## config.mk

```make
export PLATFORM = sky130hd
export DESIGN_NAME = ring_table_seat_and_fork_arbiter_top
export DESIGN_NICKNAME = d
export VERILOG_FILES = /design/src/rtl/rtsf_pkg.sv /design/src/rtl/rtsf_front.sv /design/src/rtl/rtsf_queue.sv /design/src/rtl/rtsf_engine.sv /design/src/rtl/ring_table_seat_and_fork_arbiter_top.sv
export VERILOG_INCLUDE_DIRS = /design/src /design/src/rtl
export SDC_FILE = /design/constraint.sdc
export NUM_CORES = 1
export LEC_CHECK = 0
export BUFFER_PORTS_ARGS = -buffer_cell sky130_fd_sc_hd__buf_4
export CAP_MARGIN = 20
export CELL_PAD_IN_SITES_DETAIL_PLACEMENT = 0
export CELL_PAD_IN_SITES_GLOBAL_PLACEMENT = 1
export CORE_AREA = 4 4 85 127
export DETAILED_ROUTE_END_ITERATION = 8
export DIE_AREA = 0 0 89 131
export MAX_ROUTING_LAYER = met4
export PLACE_DENSITY_LB_ADDON = 0.1
export REMOVE_ABC_BUFFERS = 1
export SYNTH_ARGS = -nofsm -noshare
export SYNTH_HDL_FRONTEND = slang
export SYNTH_SLANG_ARGS = --single-unit
```

## constraint.sdc

```tcl
create_clock -name aclk -period 6.7 [get_ports aclk]
set_input_delay 1.34 -clock aclk [delete_from_list [all_inputs] [get_ports aclk]]
set_output_delay 1.34 -clock aclk [all_outputs]
set_load 0.03 [all_outputs]
```

## src/rtl/ring_table_seat_and_fork_arbiter_top_defines.svh

```systemverilog
// ---------------------------------------------------------------------------
// Seat and fork arbiter: assertion macros
// Shared concurrent assertion forms, clocked and reset-qualified.
// ---------------------------------------------------------------------------
`ifndef RING_TABLE_SEAT_AND_FORK_ARBITER_TOP_DEFINES_SVH
`define RING_TABLE_SEAT_AND_FORK_ARBITER_TOP_DEFINES_SVH

// condition holds at every clock edge outside reset
`define RTSF_ASSERT_ALWAYS(label, clk, rstn, cond, msg) \
    label: assert property (@(posedge clk) disable iff (!rstn) (cond)) \
        else $error(msg);

// antecedent implies consequent in the same cycle
`define RTSF_ASSERT_IMPL(label, clk, rstn, ante, cons, msg) \
    label: assert property (@(posedge clk) disable iff (!rstn) (ante) |-> (cons)) \
        else $error(msg);

`endif

```

## src/rtl/rtsf_pkg.sv

```systemverilog
// ---------------------------------------------------------------------------
// Seat and fork arbiter package
// Event codes, result kinds and the command/result records.
// ---------------------------------------------------------------------------
package rtsf_pkg;

    typedef enum logic [1:0] {
        OP_ARRIVE = 2'd0,
        OP_HUNGRY = 2'd1,
        OP_DONE   = 2'd2,
        OP_LEAVE  = 2'd3
    } rtsf_op_t;

    typedef enum logic [2:0] {
        KIND_SEATED = 3'd0,
        KIND_FULL   = 3'd1,
        KIND_GRANT  = 3'd2,
        KIND_ACK    = 3'd3,
        KIND_LEFT   = 3'd4
    } rtsf_kind_t;

    typedef struct packed {
        rtsf_op_t   op;
        logic [2:0] seat;
    } rtsf_cmd_t;

    typedef struct packed {
        rtsf_kind_t kind;
        logic [2:0] seat_index;
        logic       last;
    } rtsf_res_t;

    localparam int CMDQ_DEPTH = 2;
    localparam int CMDQ_PW    = $clog2(CMDQ_DEPTH);

endpackage

```

## src/rtl/rtsf_front.sv

```systemverilog
// ---------------------------------------------------------------------------
// Seat and fork arbiter front end
// Takes input items, decodes the event and drops out-of-range seats.
// ---------------------------------------------------------------------------
module rtsf_front #(
    parameter int SEATS = 8
) (
    input  logic                s_axis_tvalid,
    output logic                s_axis_tready,
    input  logic [2:0]          s_axis_tdata,   // [2:0] seat
    input  logic [1:0]          s_axis_tuser,   // [1:0] opcode
    output logic                push_valid,
    input  logic                push_ready,
    output rtsf_pkg::rtsf_cmd_t push_cmd
);
    import rtsf_pkg::*;

    logic     in_range;
    logic     keep;
    rtsf_op_t op;

    assign op       = rtsf_op_t'(s_axis_tuser);
    assign in_range = ({29'd0, s_axis_tdata} < 32'(SEATS));
    // arrive ignores the seat field; other events on a missing seat vanish here
    assign keep     = (op == OP_ARRIVE) || in_range;

    assign s_axis_tready = push_ready;
    assign push_valid    = s_axis_tvalid && keep;
    assign push_cmd      = '{op: op, seat: s_axis_tdata};

endmodule

```

## src/rtl/rtsf_queue.sv

```systemverilog
// ---------------------------------------------------------------------------
// Seat and fork arbiter command queue
// Two-entry FIFO between the front end and the engine.
// ---------------------------------------------------------------------------
module rtsf_queue (
    input  logic                aclk,
    input  logic                aresetn,
    input  logic                push_valid,
    output logic                push_ready,
    input  rtsf_pkg::rtsf_cmd_t push_cmd,
    output logic                pop_valid,
    input  logic                pop,
    output rtsf_pkg::rtsf_cmd_t pop_cmd
);
    import rtsf_pkg::*;

    rtsf_cmd_t            mem_reg [CMDQ_DEPTH];
    logic [CMDQ_PW-1:0]   wr_ptr_reg;
    logic [CMDQ_PW-1:0]   rd_ptr_reg;
    logic [CMDQ_PW:0]     count_reg;
    logic                 do_push;
    logic                 do_pop;

    assign push_ready = (count_reg != (CMDQ_PW + 1)'(CMDQ_DEPTH));
    assign pop_valid  = (count_reg != '0);
    assign pop_cmd    = mem_reg[rd_ptr_reg];
    assign do_push    = push_valid && push_ready;
    assign do_pop     = pop && pop_valid;

    always_ff @(posedge aclk) begin
        if (do_push) begin
            mem_reg[wr_ptr_reg] <= push_cmd;
        end
    end

    always_ff @(posedge aclk) begin
        if (!aresetn) begin
            wr_ptr_reg <= '0;
            rd_ptr_reg <= '0;
            count_reg  <= '0;
        end else begin
            if (do_push) begin
                wr_ptr_reg <= wr_ptr_reg + 1'b1;
            end
            if (do_pop) begin
                rd_ptr_reg <= rd_ptr_reg + 1'b1;
            end
            if (do_push && !do_pop) begin
                count_reg <= count_reg + 1'b1;
            end else if (do_pop && !do_push) begin
                count_reg <= count_reg - 1'b1;
            end
        end
    end

endmodule

```

## src/rtl/rtsf_engine.sv

```systemverilog
// ---------------------------------------------------------------------------
// Seat and fork arbiter engine
// Holds the seat table, runs each event and drives the result register.
// ---------------------------------------------------------------------------
`include "ring_table_seat_and_fork_arbiter_top_defines.svh"

module rtsf_engine #(
    parameter int SEATS = 8
) (
    input  logic                aclk,
    input  logic                aresetn,
    input  logic                q_valid,
    input  rtsf_pkg::rtsf_cmd_t q_head,
    output logic                q_pop,
    output logic                m_valid,
    input  logic                m_ready,
    output rtsf_pkg::rtsf_res_t m_res
);
    import rtsf_pkg::*;

    localparam int SW = $clog2(SEATS);
    localparam int FW = $clog2(SEATS + 1);
    localparam logic [SW-1:0] LAST_SEAT = SW'(SEATS - 1);

    typedef enum logic [2:0] {
        ST_IDLE,
        ST_SCAN,
        ST_TEST_FIRST,
        ST_TEST_LAST,
        ST_FLUSH
    } state_t;

    state_t          state_reg;
    logic [SEATS-1:0] taken_reg;
    logic [SEATS-1:0] hungry_reg;
    logic [SEATS-1:0] eating_reg;
    logic [FW-1:0]   free_cnt_reg;
    logic [SW-1:0]   seat_reg;
    logic [SW-1:0]   tgt_reg;
    logic [SW-1:0]   idx_reg;
    logic [SW-1:0]   any_reg;
    logic            any_found_reg;
    rtsf_res_t       pend_reg;
    logic            pend_valid_reg;
    rtsf_res_t       out_reg;
    logic            out_valid_reg;

    logic [SW-1:0]   head_seat;
    logic            can_push;
    logic            adv;
    logic            tgt_hit;
    logic            scan_free;
    logic            scan_good;
    logic            scan_done;
    logic [SW-1:0]   scan_pick;
    logic [SEATS-1:0] eat_rot;
    logic            out_load;

    function automatic logic [SW-1:0] left_of(input logic [SW-1:0] s);
        return (s == '0) ? LAST_SEAT : s - 1'b1;
    endfunction

    function automatic logic [SW-1:0] right_of(input logic [SW-1:0] s);
        return (s == LAST_SEAT) ? '0 : s + 1'b1;
    endfunction

    function automatic rtsf_res_t mk_res(input rtsf_kind_t k, input logic [SW-1:0] s);
        return '{kind: k, seat_index: 3'(s), last: 1'b0};
    endfunction

    assign head_seat = SW'(q_head.seat);
    assign can_push  = !out_valid_reg || m_ready;
    // one result is held back so the final one can be marked last
    assign adv       = !pend_valid_reg || can_push;
    assign tgt_hit   = hungry_reg[tgt_reg] && !eating_reg[left_of(tgt_reg)]
                       && !eating_reg[right_of(tgt_reg)];
    assign scan_free = !taken_reg[idx_reg];
    assign scan_good = scan_free && !taken_reg[left_of(idx_reg)]
                       && !taken_reg[right_of(idx_reg)];
    assign scan_done = scan_good || (idx_reg == LAST_SEAT);
    assign scan_pick = scan_good ? idx_reg : (any_found_reg ? any_reg : idx_reg);
    assign eat_rot   = {eating_reg[SEATS-2:0], eating_reg[SEATS-1]};
    // output register loads when a held result moves out
    assign out_load  = ((state_reg inside {ST_TEST_FIRST, ST_TEST_LAST}) && adv && tgt_hit
                        && pend_valid_reg)
                       || ((state_reg == ST_FLUSH) && pend_valid_reg && can_push);

    assign q_pop   = (state_reg == ST_IDLE) && q_valid;
    assign m_valid = out_valid_reg;
    assign m_res   = out_reg;

    always_ff @(posedge aclk) begin
        if (!aresetn) begin
            state_reg      <= ST_IDLE;
            taken_reg      <= '0;
            hungry_reg     <= '0;
            eating_reg     <= '0;
            free_cnt_reg   <= FW'(SEATS);
            any_found_reg  <= 1'b0;
            pend_valid_reg <= 1'b0;
            out_valid_reg  <= 1'b0;
        end else begin
            if (out_load) begin
                out_valid_reg <= 1'b1;
            end else if (m_ready) begin
                out_valid_reg <= 1'b0;
            end
            case (state_reg)
                ST_IDLE: begin
                    if (q_valid) begin
                        case (q_head.op)
                            OP_ARRIVE: begin
                                if (free_cnt_reg == '0) begin
                                    pend_reg       <= mk_res(KIND_FULL, '0);
                                    pend_valid_reg <= 1'b1;
                                    state_reg      <= ST_FLUSH;
                                end else begin
                                    idx_reg       <= '0;
                                    any_found_reg <= 1'b0;
                                    state_reg     <= ST_SCAN;
                                end
                            end
                            OP_HUNGRY: begin
                                if (taken_reg[head_seat]) begin
                                    hungry_reg[head_seat] <= 1'b1;
                                    eating_reg[head_seat] <= 1'b0;
                                    tgt_reg               <= head_seat;
                                    state_reg             <= ST_TEST_LAST;
                                end
                            end
                            OP_DONE: begin
                                if (taken_reg[head_seat]) begin
                                    hungry_reg[head_seat] <= 1'b0;
                                    eating_reg[head_seat] <= 1'b0;
                                    pend_reg              <= mk_res(KIND_ACK, head_seat);
                                    pend_valid_reg        <= 1'b1;
                                    seat_reg              <= head_seat;
                                    tgt_reg               <= left_of(head_seat);
                                    state_reg             <= ST_TEST_FIRST;
                                end
                            end
                            OP_LEAVE: begin
                                if (taken_reg[head_seat]) begin
                                    taken_reg[head_seat]  <= 1'b0;
                                    hungry_reg[head_seat] <= 1'b0;
                                    eating_reg[head_seat] <= 1'b0;
                                    free_cnt_reg          <= free_cnt_reg + 1'b1;
                                    pend_reg              <= mk_res(KIND_LEFT, head_seat);
                                    pend_valid_reg        <= 1'b1;
                                    seat_reg              <= head_seat;
                                    tgt_reg               <= left_of(head_seat);
                                    state_reg <= eating_reg[head_seat] ? ST_TEST_FIRST
                                                                       : ST_FLUSH;
                                end
                            end
                            default: begin
                                state_reg <= ST_IDLE;
                            end
                        endcase
                    end
                end
                ST_SCAN: begin
                    // first free seat is the fallback if no isolated seat turns up
                    if (scan_free && !any_found_reg) begin
                        any_reg       <= idx_reg;
                        any_found_reg <= 1'b1;
                    end
                    if (scan_done) begin
                        taken_reg[scan_pick]  <= 1'b1;
                        hungry_reg[scan_pick] <= 1'b0;
                        eating_reg[scan_pick] <= 1'b0;
                        free_cnt_reg          <= free_cnt_reg - 1'b1;
                        pend_reg              <= mk_res(KIND_SEATED, scan_pick);
                        pend_valid_reg        <= 1'b1;
                        state_reg             <= ST_FLUSH;
                    end else begin
                        idx_reg <= idx_reg + 1'b1;
                    end
                end
                ST_TEST_FIRST, ST_TEST_LAST: begin
                    if (adv) begin
                        if (tgt_hit) begin
                            hungry_reg[tgt_reg] <= 1'b0;
                            eating_reg[tgt_reg] <= 1'b1;
                            if (pend_valid_reg) begin
                                out_reg <= pend_reg;
                            end
                            pend_reg       <= mk_res(KIND_GRANT, tgt_reg);
                            pend_valid_reg <= 1'b1;
                        end
                        if (state_reg == ST_TEST_FIRST) begin
                            tgt_reg   <= right_of(seat_reg);
                            state_reg <= ST_TEST_LAST;
                        end else begin
                            state_reg <= ST_FLUSH;
                        end
                    end
                end
                ST_FLUSH: begin
                    if (!pend_valid_reg) begin
                        state_reg <= ST_IDLE;
                    end else if (can_push) begin
                        out_reg        <= '{kind: pend_reg.kind,
                                            seat_index: pend_reg.seat_index,
                                            last: 1'b1};
                        pend_valid_reg <= 1'b0;
                        state_reg      <= ST_IDLE;
                    end
                end
                default: begin
                    state_reg <= ST_IDLE;
                end
            endcase
        end
    end

    `RTSF_ASSERT_ALWAYS(a_hungry_eating_excl, aclk, aresetn,
        (hungry_reg & eating_reg) == '0, "seat both hungry and eating")
    `RTSF_ASSERT_ALWAYS(a_no_adjacent_eaters, aclk, aresetn,
        (eating_reg & eat_rot) == '0, "two neighbouring seats eating")
    `RTSF_ASSERT_ALWAYS(a_free_count, aclk, aresetn,
        free_cnt_reg == FW'(SEATS - $countones(taken_reg)), "free seat count out of step")
    `RTSF_ASSERT_IMPL(a_idle_no_pending, aclk, aresetn,
        state_reg == ST_IDLE, !pend_valid_reg, "result left pending at idle")

endmodule

```

## src/rtl/ring_table_seat_and_fork_arbiter_top.sv

```systemverilog
// Events: the engine takes an event from the queue only in its idle state and runs
//   one event at a time; the seat scan for an arrive tests one seat per cycle, and a
//   result waiting on m_axis_tready holds the engine back.
// Reset: aresetn is synchronous, active low; all seats free and thinking, queue empty.
// ---------------------------------------------------------------------------
// Seat and fork arbiter top level
// Ring of SEATS agents sharing a fork with each neighbour. A front end
// accepts and decodes events, a two-entry queue decouples it from the
// engine, which holds the seat table and emits up to three results.
// ---------------------------------------------------------------------------
module ring_table_seat_and_fork_arbiter_top #(
    parameter int SEATS = 8     // ring size, 2 to 8
) (
    input  logic       aclk,
    input  logic       aresetn,
    // input items
    input  logic       s_axis_tvalid,
    output logic       s_axis_tready,
    input  logic [7:0] s_axis_tdata,    // [2:0] seat, [7:3] zero
    input  logic [1:0] s_axis_tuser,    // [1:0] opcode
    // result items
    output logic       m_axis_tvalid,
    input  logic       m_axis_tready,
    output logic [7:0] m_axis_tdata,    // [2:0] seat_index, [7:3] zero
    output logic [2:0] m_axis_tuser,    // [2:0] kind
    output logic       m_axis_tlast     // final result of an item
);
    import rtsf_pkg::*;

    logic      push_valid;
    logic      push_ready;
    rtsf_cmd_t push_cmd;
    logic      q_valid;
    logic      q_pop;
    rtsf_cmd_t q_head;
    rtsf_res_t m_res;

    // decode, seat range check
    rtsf_front #(
        .SEATS(SEATS)
    ) u_front (
        .s_axis_tvalid(s_axis_tvalid),
        .s_axis_tready(s_axis_tready),
        .s_axis_tdata (s_axis_tdata[2:0]),
        .s_axis_tuser (s_axis_tuser),
        .push_valid   (push_valid),
        .push_ready   (push_ready),
        .push_cmd     (push_cmd)
    );

    // lets the front keep taking items while the engine works
    rtsf_queue u_queue (
        .aclk      (aclk),
        .aresetn   (aresetn),
        .push_valid(push_valid),
        .push_ready(push_ready),
        .push_cmd  (push_cmd),
        .pop_valid (q_valid),
        .pop       (q_pop),
        .pop_cmd   (q_head)
    );

    // seat table, neighbour tests, result register
    rtsf_engine #(
        .SEATS(SEATS)
    ) u_engine (
        .aclk   (aclk),
        .aresetn(aresetn),
        .q_valid(q_valid),
        .q_head (q_head),
        .q_pop  (q_pop),
        .m_valid(m_axis_tvalid),
        .m_ready(m_axis_tready),
        .m_res  (m_res)
    );

    assign m_axis_tdata = {5'd0, m_res.seat_index};
    assign m_axis_tuser = m_res.kind;
    assign m_axis_tlast = m_res.last;

endmodule
```

## After elaboration in Yosys (flattened, before gate mapping)

Memories as Yosys holds them, arrays and structs flattened. A register that Yosys moved wholly into a read port is not among the register bits.
Cells that the tools add are included.

- Memory bits (writable): 10
- Output and inout bits: 14
- Memories: 1
- Logic and storage cells: 272
- Bits in registers: 64
- Input port bits: 14

- Equality and inequality tests: 35
- Muxes and demuxes: 118
- $lt $le $gt $ge: 11
- Bitwise operators: 12
- Add/sub/neg operators: 12
- Reduce and logical (&&, ||, !) cells: 62

Memory list:

| name | words | bits a word | rd ports | clocked after Yosys merged registers in | write ports | RTL line | text |
|---|---|---|---|---|---|---|---|
| u_queue.mem_reg | 2 | 5 | 1 | 1 | 1 | rtsf_queue.sv:17 | `rtsf_cmd_t mem_reg [CMDQ_DEPTH];` |

Operators by type and width:

| cell | number |
|---|---|
| 2-to-1 mux 8 bit | 16 |
| 2-to-1 mux 3 bit | 28 |
| 2-to-1 mux 7 bit | 12 |
| AND 8 bit | 6 |
| case mux 8 bit (3 select lines) | 2 |
| case mux 7 bit (3 select lines) | 2 |
| < comparator 3 x 4 -> 1 bit, second input constant | 8 |
| case mux 8 bit (2 select lines) | 2 |
| 2-to-1 mux 1 bit | 29 |
| binary-select mux 1 bit (select 3 bit) | 8 |
| != test 3 bit, second input constant | 8 |
| inverter 8 bit | 3 |
| OR 8 bit | 3 |
| case mux 3 bit (4 select lines) | 2 |
| AND reduction 8 bit | 3 |
| AND reduction 7 bit | 3 |
| logical AND 1 bit | 18 |
| != test 2 x 1 -> 1 bit, second input constant | 9 |
| case mux 3 bit (2 select lines) | 3 |
| 2-to-1 mux 4 bit | 4 |
| AND reduction 5 bit | 3 |
| != test 2 bit, second input constant | 7 |
| case mux 7 bit (2 select lines) | 1 |
| nonzero test 2 bit | 7 |
| 31 further kinds | 63 |

## Logic depth before layout (Yosys ltp)

Gate-level depths: netlist of the first run.

- Depth after elaboration: 16
- Depth in mapped cells: 14
- Gate-level depth less buffers: 9

## Modules after synthesis

A second synthesis of the first run with hierarchy kept.

- Cell total of the unflattened synthesis: 520
- Area, all modules: 4,742.0 um2

By module, submodules not included:

| module | cells an instance | area each (um2) | seq. area each (um2) | times used |
|---|---|---|---|---|
| rtsf_engine | 468 | 4,048.9 | 1,431.4 | 1 |
| rtsf_queue | 39 | 599.3 | 400.4 | 1 |
| rtsf_front | 7 | 52.6 | 0.0 | 1 |
| ring_table_seat_and_fork_arbiter_top | 6 | 41.3 | 0.0 | 1 |

## Least setup slack after synthesis of the first run

OpenSTA, ideal clock, no wires.

- Path kind: register to register
- Start point: register u_engine.idx_reg[0]
- End point: register u_engine.pend_reg[1] in the netlist's numbering, enable pin
- Slack: 3.302 ns
- Cell stages (with the launch flop): 14
- Arrival time: 3.021 ns
- Library setup time: 0.377 ns
- Data required time: 6.323 ns
- Period minus slack after synthesis: 3.398 ns
- Path buffers: 4
- Cell sequence: edfxtp_1 -> buf_4 -> buf_6 -> inv_1 -> ha_1 -> buf_6 -> and2_1 -> a221o_1 -> and3_1 -> nor4_2 -> or2_1 -> buf_4 -> nand2_1 -> nor3_1

- Cells in the longest elaborated chain, start to end: 10
- Elaborated cells between the ends (all ways): 20
- Classes of those cells: add/sub (2); eq/ne (2); mux (8); reduce/logical (8)

RTL lines:

| item | RTL line | text |
|---|---|---|
| start, declared | rtsf_engine.sv:40 | `logic [SW-1:0] idx_reg;` |
| start signal, assigned | rtsf_engine.sv:177 | `idx_reg <= idx_reg + 1'b1;` |
| subtractor 3 x 1 -> 3 bit or logical NOT 3 bit (tied branches) | rtsf_engine.sv:60 | `return (s == '0) ? LAST_SEAT : s - 1'b1;` |
| 2-to-1 mux 3 bit | rtsf_engine.sv:60 |  |
| binary-select mux 1 bit (select 3 bit) | rtsf_engine.sv:78 | `assign scan_good = scan_free && !taken_reg[left_of(idx_reg)]` |
| 2-to-1 mux 1 bit (not written as such) | rtsf_engine.sv:78 |  |
| logical NOT 1 bit | rtsf_engine.sv:78 |  |
| logical AND 1 bit | rtsf_engine.sv:78 |  |
| logical AND 1 bit | rtsf_engine.sv:79 | `&& !taken_reg[right_of(idx_reg)];` |
| logical OR 1 bit * | rtsf_engine.sv:80 | `assign scan_done = scan_good \|\| (idx_reg == LAST_SEAT);` |
| != test 2 x 1 -> 1 bit (no source line) * | n/a |  |
| AND reduction 10 bit (no source line) * | n/a |  |
| end signal, assigned | rtsf_engine.sv:114 | `pend_reg <= mk_res(KIND_FULL, '0);` |
| end signal, assigned | rtsf_engine.sv:135 | `pend_reg <= mk_res(KIND_ACK, head_seat);` |
| end signal, assigned | rtsf_engine.sv:148 | `pend_reg <= mk_res(KIND_LEFT, head_seat);` |
| end, declared | rtsf_engine.sv:43 | `rtsf_res_t pend_reg;` |

Every way passes the cells marked *; elsewhere a longest branch is shown, timed or not. The select of a mux whose other input is x is not followed.
A chain may end at the register's enable or synchronous reset.

## Final worst setup path of the first run

- Start point: register u_engine.idx_reg[0]
- End point: register u_engine.eating_reg[5]

- Cells in the longest elaborated chain, start to end: 16
- Elaborated cells between the ends (all ways): 31
- Classes of those cells: add/sub (2); order compare (2); eq/ne (2); mux (14); bitwise (2); reduce/logical (9)

RTL lines:

| item | RTL line | text |
|---|---|---|
| subtractor 3 x 1 -> 3 bit or logical NOT 3 bit (tied branches) | rtsf_engine.sv:60 |  |
| 2-to-1 mux 3 bit | rtsf_engine.sv:60 |  |
| binary-select mux 1 bit (select 3 bit) | rtsf_engine.sv:78 |  |
| 2-to-1 mux 1 bit (not written as such) | rtsf_engine.sv:78 |  |
| logical NOT 1 bit | rtsf_engine.sv:78 |  |
| logical AND 1 bit | rtsf_engine.sv:78 |  |
| logical AND 1 bit | rtsf_engine.sv:79 |  |
| 2-to-1 mux 3 bit | rtsf_engine.sv:81 | `assign scan_pick = scan_good ? idx_reg : (any_found_reg ? any_reg : idx_reg);` |
| < comparator 3 x 4 -> 1 bit (not written as such) or greater-or-equal comparator 3 x 1 -> 1 bit (tied branches) | rtsf_engine.sv:171 | `eating_reg[scan_pick] <= 1'b0;` |
| logical AND 1 bit (not written as such) | rtsf_engine.sv:171 |  |
| 2-to-1 mux 1 bit (not written as such) | rtsf_engine.sv:171 |  |
| demux 1 bit (select 3 bit) | n/a |  |
| inverter 8 bit (no source line) | n/a |  |
| AND 8 bit (no source line) | n/a |  |
| 2-to-1 mux 8 bit | rtsf_engine.sv:168 | `if (scan_done) begin` |
| case mux 8 bit (3 select lines) | rtsf_engine.sv:108 | `case (state_reg)` |
| end signal, assigned by index | rtsf_engine.sv:126 | `eating_reg[head_seat] <= 1'b0;` |
| end signal, assigned by index | rtsf_engine.sv:171 |  |
| end signal, assigned by index | rtsf_engine.sv:184 | `eating_reg[tgt_reg] <= 1'b1;` |
| end, declared | rtsf_engine.sv:36 | `logic [SEATS-1:0] eating_reg;` |

Parallel ways exist; a longest one is shown, timed or not. The select of a mux whose other input is x is not followed.

==> results of run 1 <==
==> power by group through the flow <==
stage	Sequential [mW]	Clock [mW]	Combinational [mW]
3_5_place_dp	0.733	0	1.03
2_1_floorplan	0.689	0	0.762
3_3_place_gp	0.729	0	1.03
6_report	0.725	0.487	1.05
4_1_cts	0.724	0.495	1.04
5_1_grt	0.741	0.509	1.16
==> final timing paths <==
kind,end,slack (ps),cells after the start
worst min register to register,u_engine.m_res[5],420,0
worst max register to register,u_engine.eating_reg[5],2280,9
worst min-delay path,u_engine.m_res[5],420,0
worst max-delay path,u_engine.eating_reg[5],2280,9
==> placed cells by master (no fill, tap or decap), drive strengths merged, types with 9 or more instances in the layout <==
cell | netlist | routed
a21oi | 30 | 30
buf | 17 | 19
clkbuf | 21 | 10
dfxtp | 39 | 39
edfxtp | 35 | 35
ha | 15 | 15
inv | 20 | 20
mux2i | 28 | 28
nand2 | 59 | 59
nand2b | 10 | 10
nand3 | 9 | 9
nor2 | 45 | 45
nor3 | 15 | 15
o211ai | 15 | 15
o21ai | 18 | 18
o221ai | 9 | 9
or3 | 9 | 9
==> through the flow <==
stage | cells | hold slack, ps | setup slack [ps]
final | 653 | 418.7 | 2275
after global routing | 653 | 421.2 | 1895
after CTS | 653 | 420.6 | 2236
after detailed placement | 637 | 404.5 | 2227
after global placement | 637 | 405.2 | 2313
after floorplan | 503 | 400.3 | 2677
==> cell families after synthesis <==
kind of cell | after synthesis
and+or+nand+nor | 199
xor gates and xnor gates | 6
other | 1
buffers and inverters | 61
muxes | 43
DFF | 74
AOI/OAI and AO/OA | 138
adders and majority gates | 16
==> synth_stat cells (4+ instances only) <==
| cell | instances |
|---|---|
| and2_1 | 6 |
| nand2_1 | 59 |
| nand3b_1 | 5 |
| inv_1 | 20 |
| o22ai_1 | 4 |
| a221oi_1 | 8 |
| nand3_1 | 8 |
| o21ai_1 | 4 |
| nor2b_1 | 7 |
| or2_2 | 4 |
| o221ai_1 | 9 |
| nor3_1 | 15 |
| o21ai_0 | 13 |
| o211ai_1 | 15 |
| ha_1 | 15 |
| a21oi_1 | 29 |
| nor2_1 | 45 |
| mux2i_1 | 28 |
| edfxtp_1 | 35 |
| dfxtp_1 | 39 |
| o2111ai_1 | 4 |
| clkbuf_1 | 21 |
| nor4_1 | 7 |
| xor2_1 | 4 |
| mux2_2 | 7 |
| a32o_1 | 5 |
| buf_4 | 9 |
| nand2b_1 | 10 |
| or3_1 | 7 |
| a211oi_1 | 5 |
| nand4_1 | 5 |
| buf_6 | 4 |
| mux4_2 | 7 |
==> per-layer routing <==
metal	track usage, %	share of wire [%]
met1	32.12	41
met4	11.83	4.0
met3	4.391	5.8
met5	-	0
met2	40.90	49
==> critical path: stages, from the launching register on <==
cell      delay (ps)
edfxtp_1         870
inv_1            150
ha_1             540
inv_1            130
a221o_1          350
and3_1           190
o41ai_4         1060
nand2_1          320
o22ai_1          510
a221oi_1         160
==> final cells by class <==
class,count,area [sq um],share of cell area [%]
flip-flops and latches,74,1832,34.22
multi-input cells,407,2855,53.34
repair buffers,19,142.6,2.665
clock buffers,10,229.0,4.278
well taps,115,143.9,2.688
inverters,22,82.58,1.543
clock inverters,6,67.56,1.262
==> run_results.csv, run 1 <==
group,metric,value,unit
outcome,status,"completed",
route,drt-initial-drc-count,315,
sta,relSlewSlack,22.75,%
logic_synthesis,synth-main-ff-cell,"dfxtp_1",
power_and_ir_drop,p_leak,1.993,nW
logic_synthesis,synth-edff-count,35,
logic_synthesis,yosys.area_share.adder,4.175,%
finish,stdcell_area,5353,sq um
setup_path,crit_start,"u_engine.idx_reg[0]",
placed_design,placed_area,5056,sq um
power_and_ir_drop,switching_share,44.16,%
route,drc,0,
finish,post-route-util,55.56,%
floorplan,start_util,51.64,%
clock_network,ctsResizeCount,0,
global_route,grt_pass1_vias,3931,
route,vias_per_cell,6.515,
clock_network,cts_hold_buffers,0,
sta,final-setup-viol-count,0,
power_and_ir_drop,p_seq_share,32.0,%
setup_path,start_kind,"register",
power_and_ir_drop,clockPowerShare,21.5,%
floorplan,die_y,131,um
setup_path,cp-end-kind,"register",
route,routed_wirelength,14100,um
setup_path,timing.rr.start,"u_engine.idx_reg[0]",
floorplan,die_x,89,um
route,first_pass_iters,5,
floorplan,io_pins,28,
global_route,antenna_found_initial,0,
global_route,grt_use_total,25.85,%
logic_synthesis,syn_avg_cell_area,9.247,sq um
power_and_ir_drop,p_per_area,423.2,nW/um^2
logic_synthesis,synthMuxAreaShare,10.92,%
clock_network,htree_levels,3,
floorplan,dieArea,11660,sq um
logic_synthesis,synthDominantCellAreaShare,21.13,%
placed_design,portBuffers,17,
logic_synthesis,synthTopCellsByArea,"edfxtp_1 (21%), dfxtp_1 (16%), mux2i_1 (5.6%)",
logic_synthesis,syn-instance-count,538,
power_and_ir_drop,power.share.combinational,46.5,%
sta,finalCritPeriodShare,66.04,%
finish,finalNetCount,563,
floorplan,core_area,9634,sq um
setup_path,worstSetupPathType,"reg -> reg",
clock_network,clock_latency,340,ps
power_and_ir_drop,power,2.266,mW
min_path,hold_start,"u_engine.pend_reg[5]",
clock_network,root_buffer,"clkbuf_16",
logic_synthesis,synth_area,4975,sq um
logic_synthesis,synth_top_family_by_area,"compound AO/OA/AOI/OAI gates",
global_route,grt_pass1_wl,21890,um
flow_run,drv_cap,0,
placed_design,gp_congestion,0.9365,
global_route,grt_max_degree,36,
sta,worstMarginPinSlew,1155,ps
clock_network,clkTransAtPathRegs,60,ps
finish,num_antenna_cells,0,
logic_synthesis,synthSimpleGateAreaFrac,20.10,%
power_and_ir_drop,switching_power,1.001,mW
sta,hold_viol,0,
clock_network,cts_tree,"done",
logic_synthesis,ys_ff_latch,74,
logic_synthesis,synth_cell_types,81,
clock_network,cts-buffers-inserted,9,
logic_synthesis,async_flop_share,0,%
setup_path,cp.required,6900,ps
global_route,grt-ovfl-total,0,
sta,fin_crit,4425,ps
power_and_ir_drop,p_int,1.265,mW
sta,maxSlewViolCount,0,
finish,fillers,916,
logic_synthesis,synth_compound_area_share,20.55,%
route,ant_nets,0,
setup_path,crit_path_max_fanout,24,
finish,syn_to_final_growth,7.596,%
clock_network,cts_sinks,74,
finish,drive_gt1_share,12.27,%
logic_synthesis,synth-xor-area-share,1.056,%
setup_path,arrival,4630,ps
placed_design,hpwl,10470,um
sta,timing.setup.tns,0,ps
logic_synthesis,synth_top_area_cell,"edfxtp_1",
sta,rsz0062_at_grt,"false",
route,wire_per_inst,21.58,um
sta,finClkSkew,8.988,ps
logic_synthesis,yosysSeqAreaShare,36.82,%
sta,fmax,226.0,MHz
floorplan,rows,44,
min_path,hold_class,"reg -> reg",
logic_synthesis,yosysWarnings,0,
route,vias,4254,
power_and_ir_drop,irDropWorstVdd,286.9,uV
clock_network,ctsLongestPathBuffers,2,
clock_network,cts_setup_buffers,0,
Note: power is estimated with default switching activity, not from simulation.
==> run 2, diff against run 1 <==
--- a/config.mk
+++ b/config.mk
@@ -10,9 +10,9 @@
 export CAP_MARGIN = 20
 export CELL_PAD_IN_SITES_DETAIL_PLACEMENT = 0
 export CELL_PAD_IN_SITES_GLOBAL_PLACEMENT = 1
-export CORE_AREA = 4 4 85 127
+export CORE_AREA = 4 4 93 139
 export DETAILED_ROUTE_END_ITERATION = 8
-export DIE_AREA = 0 0 89 131
+export DIE_AREA = 0 0 97 143
 export MAX_ROUTING_LAYER = met4
 export PLACE_DENSITY_LB_ADDON = 0.1
 export REMOVE_ABC_BUFFERS = 1
==> constraint.sdc (replaced) <==
create_clock -name aclk -period 3.6 [get_ports aclk]
set_input_delay 0.72 -clock aclk [delete_from_list [all_inputs] [get_ports aclk]]
set_output_delay 0.72 -clock aclk [all_outputs]
set_load 0.03 [all_outputs]
==> run 2 against run 1 <==
First-iteration DRC count fell by 7.6%. Critical path depth rose by 1. Largest cell class unchanged. Wire length rose by 7.9%. Hold slack improved by 0.51 ps. Largest power group unchanged. Fmax rose by 33%. Sequential cell count did not move. Non-clock buffer count rose by 29. Sequential share of layout area fell by 1.8 points.
==> run_results.csv, run 2 (synthesis results as in run 1) <==
group,metric,value,unit
finish,mostFrequentLayoutCell,"nand2_1",
global_route,grt_use_total,22.86,%
power_and_ir_drop,p_int,2.555,mW
sta,worstMarginPinSlew,846.1,ps
sta,fin_crit,3338,ps
power_and_ir_drop,clockPowerShare,22.1,%
finish,drive_gt1_share,16.93,%
finish,syn_to_final_growth,13.51,%
finish,num_antenna_cells,0,
global_route,grt-ovfl-total,0,
route,ant_nets,0,
power_and_ir_drop,power,4.490,mW
clock_network,htree_levels,3,
sta,relSlewSlack,43.16,%
power_and_ir_drop,power.share.combinational,49.2,%
power_and_ir_drop,irDropWorstVdd,451.4,uV
route,first_pass_iters,4,
sta,fin_ws,261.9,ps
global_route,top_usage_layer,"met2",
setup_path,start_kind,"register",
clock_network,root_buffer,"clkbuf_16",
route,drc,0,
finish,stdcell_area,5647,sq um
global_route,grt_use_met3,3.861,%
clock_network,ctsLongestPathBuffers,2,
global_route,met1_usage,25.11,%
global_route,grt_pass1_wl,23650,um
placed_design,hpwl,11800,um
sta,hold_viol,0,
power_and_ir_drop,p_leak,2.155,nW
route,vias_per_cell,5.990,
clock_network,ctsResizeCount,0,
clock_network,cts_sinks,74,
min_path,hold_class,"reg -> reg",
placed_design,placed_cells,704,
sta,finalCritPeriodShare,92.72,%
setup_path,r2r_slack,260,ps
clock_network,cts_hold_buffers,0,
floorplan,die_x,97,um
route,routed_wirelength,15200,um
setup_path,worstSetupPathType,"reg -> reg",
clock_network,clkTransAtPathRegs,60,ps
clock_network,cts_tree,"done",
power_and_ir_drop,switching_power,1.934,mW
sta,finClkSkew,7.679,ps
global_route,grt_util_met2,39.34,%
clock_network,clock_latency,340,ps
sta,maxSlewViolCount,0,
global_route,antenna_found_initial,0,
sta,final-setup-viol-count,0,
floorplan,start_util,42.04,%
route,wire_per_inst,21.11,um
floorplan,die_y,143,um
finish,finalNetCount,592,
setup_path,crit_path_max_fanout,8,
setup_path,cp-end-kind,"register",
sta,fmax,299.6,MHz
floorplan,io_pins,28,
global_route,grt_max_degree,24,
route,drt-initial-drc-count,291,
sta,rsz0062_at_grt,"false",
route,vias,4313,
flow_run,drv_cap,0,
setup_path,arrival,3300,ps
floorplan,dieArea,13870,sq um
clock_network,cts-buffers-inserted,9,
finish,fillers,1154,
floorplan,rows,49,
finish,layout_common_cells,"nand2_1 (59), buf_4 (48), nor2_1 (45), dfxtp_1 (39), edfxtp_1 (35)",
placed_design,place_ws,231.0,ps
clock_network,cts_setup_buffers,0,
outcome,status,"completed",
placed_design,placed_area,5321,sq um
power_and_ir_drop,switching_share,43.08,%
floorplan,core_area,11830,sq um
power_and_ir_drop,p_seq_share,28.8,%
finish,instances_no_fill,720,
setup_path,cp.required,3570,ps
placed_design,gp_congestion,0.9703,
power_and_ir_drop,p_per_area,795.1,nW/um^2
placed_design,portBuffers,17,
global_route,grt_pass1_vias,4165,
## run 2: cell types whose count changed in the layout (fill, tap and decap cells not counted)
cell | before | now
bufinv_16 | 1 | 2
clkbuf_1 | 1 | 0
buf_4 | 19 | 48
clkinvlp_4 | 2 | 0
inv_6 | 0 | 2
## run 2: metal layers
layer | vias to the layer above | share of wire, % | wire [um]
li1 | 2081 | - | -
met1 | 2061 | 39 | 5942
met2 | 124 | 51 | 7720
met3 | 47 | 4.8 | 723
met4 | 0 | 5.4 | 816
met5 | - | 0 | 0
## run 2: worst paths after layout
| check | startpoint | cells after the start | to |
|---|---|---|---|
| max | u_engine.idx_reg[1] | 10 | u_engine.pend_reg[6] |
| min | u_engine.pend_reg[6] | 0 | u_engine.m_res[6] |
| max reg2reg | u_engine.idx_reg[1] | 10 | u_engine.pend_reg[6] |
| min reg2reg | u_engine.pend_reg[6] | 0 | u_engine.m_res[6] |
## run 2: critical path: stages (launching register included)
cell and delay [ps]:
edfxtp_1 350, inv_1 100, ha_1 450, buf_4 180, mux2i_1 180, nand3_1 80
and3_1 220, nor4_2 410, or2_1 180, nand2_1 100, nor3_1 710
## run 2: power groups by stage
| stage | Combinational, mW | Clock (mW) | Sequential [mW] |
|---|---|---|---|
| 3_3_place_gp | 2.16 | 0 | 1.30 |
| 6_report | 2.21 | 0.991 | 1.29 |
| 4_1_cts | 2.20 | 1.01 | 1.29 |
| 5_1_grt | 2.42 | 1.05 | 1.32 |
| 2_1_floorplan | 1.42 | 0 | 1.28 |
| 3_5_place_dp | 2.19 | 0 | 1.31 |
## run 2: cell type report
class	instances	area (sq um)	area share [%]
Multi-Input combinational cell	407	2855	50.57
Clock buffer	9	225.2	3.988
Inverter	22	82.58	1.462
Clock inverter	7	100.1	1.773
Timing Repair Buffer	48	360.3	6.382
Tap cell	153	191.4	3.390
Sequential cell	74	1832	32.44
## run 2: stage by stage
stage	util (%)	setup TNS [ps]	hold WS, ps
3_3_place_gp	44.97	0	406.3
5_1_grt	47.72	0	423.8
4_1_cts	47.72	0	419.4
2_1_floorplan	-	-3627	400.3
6_report	47.72	0	419.2
3_5_place_dp	44.97	0	404.5
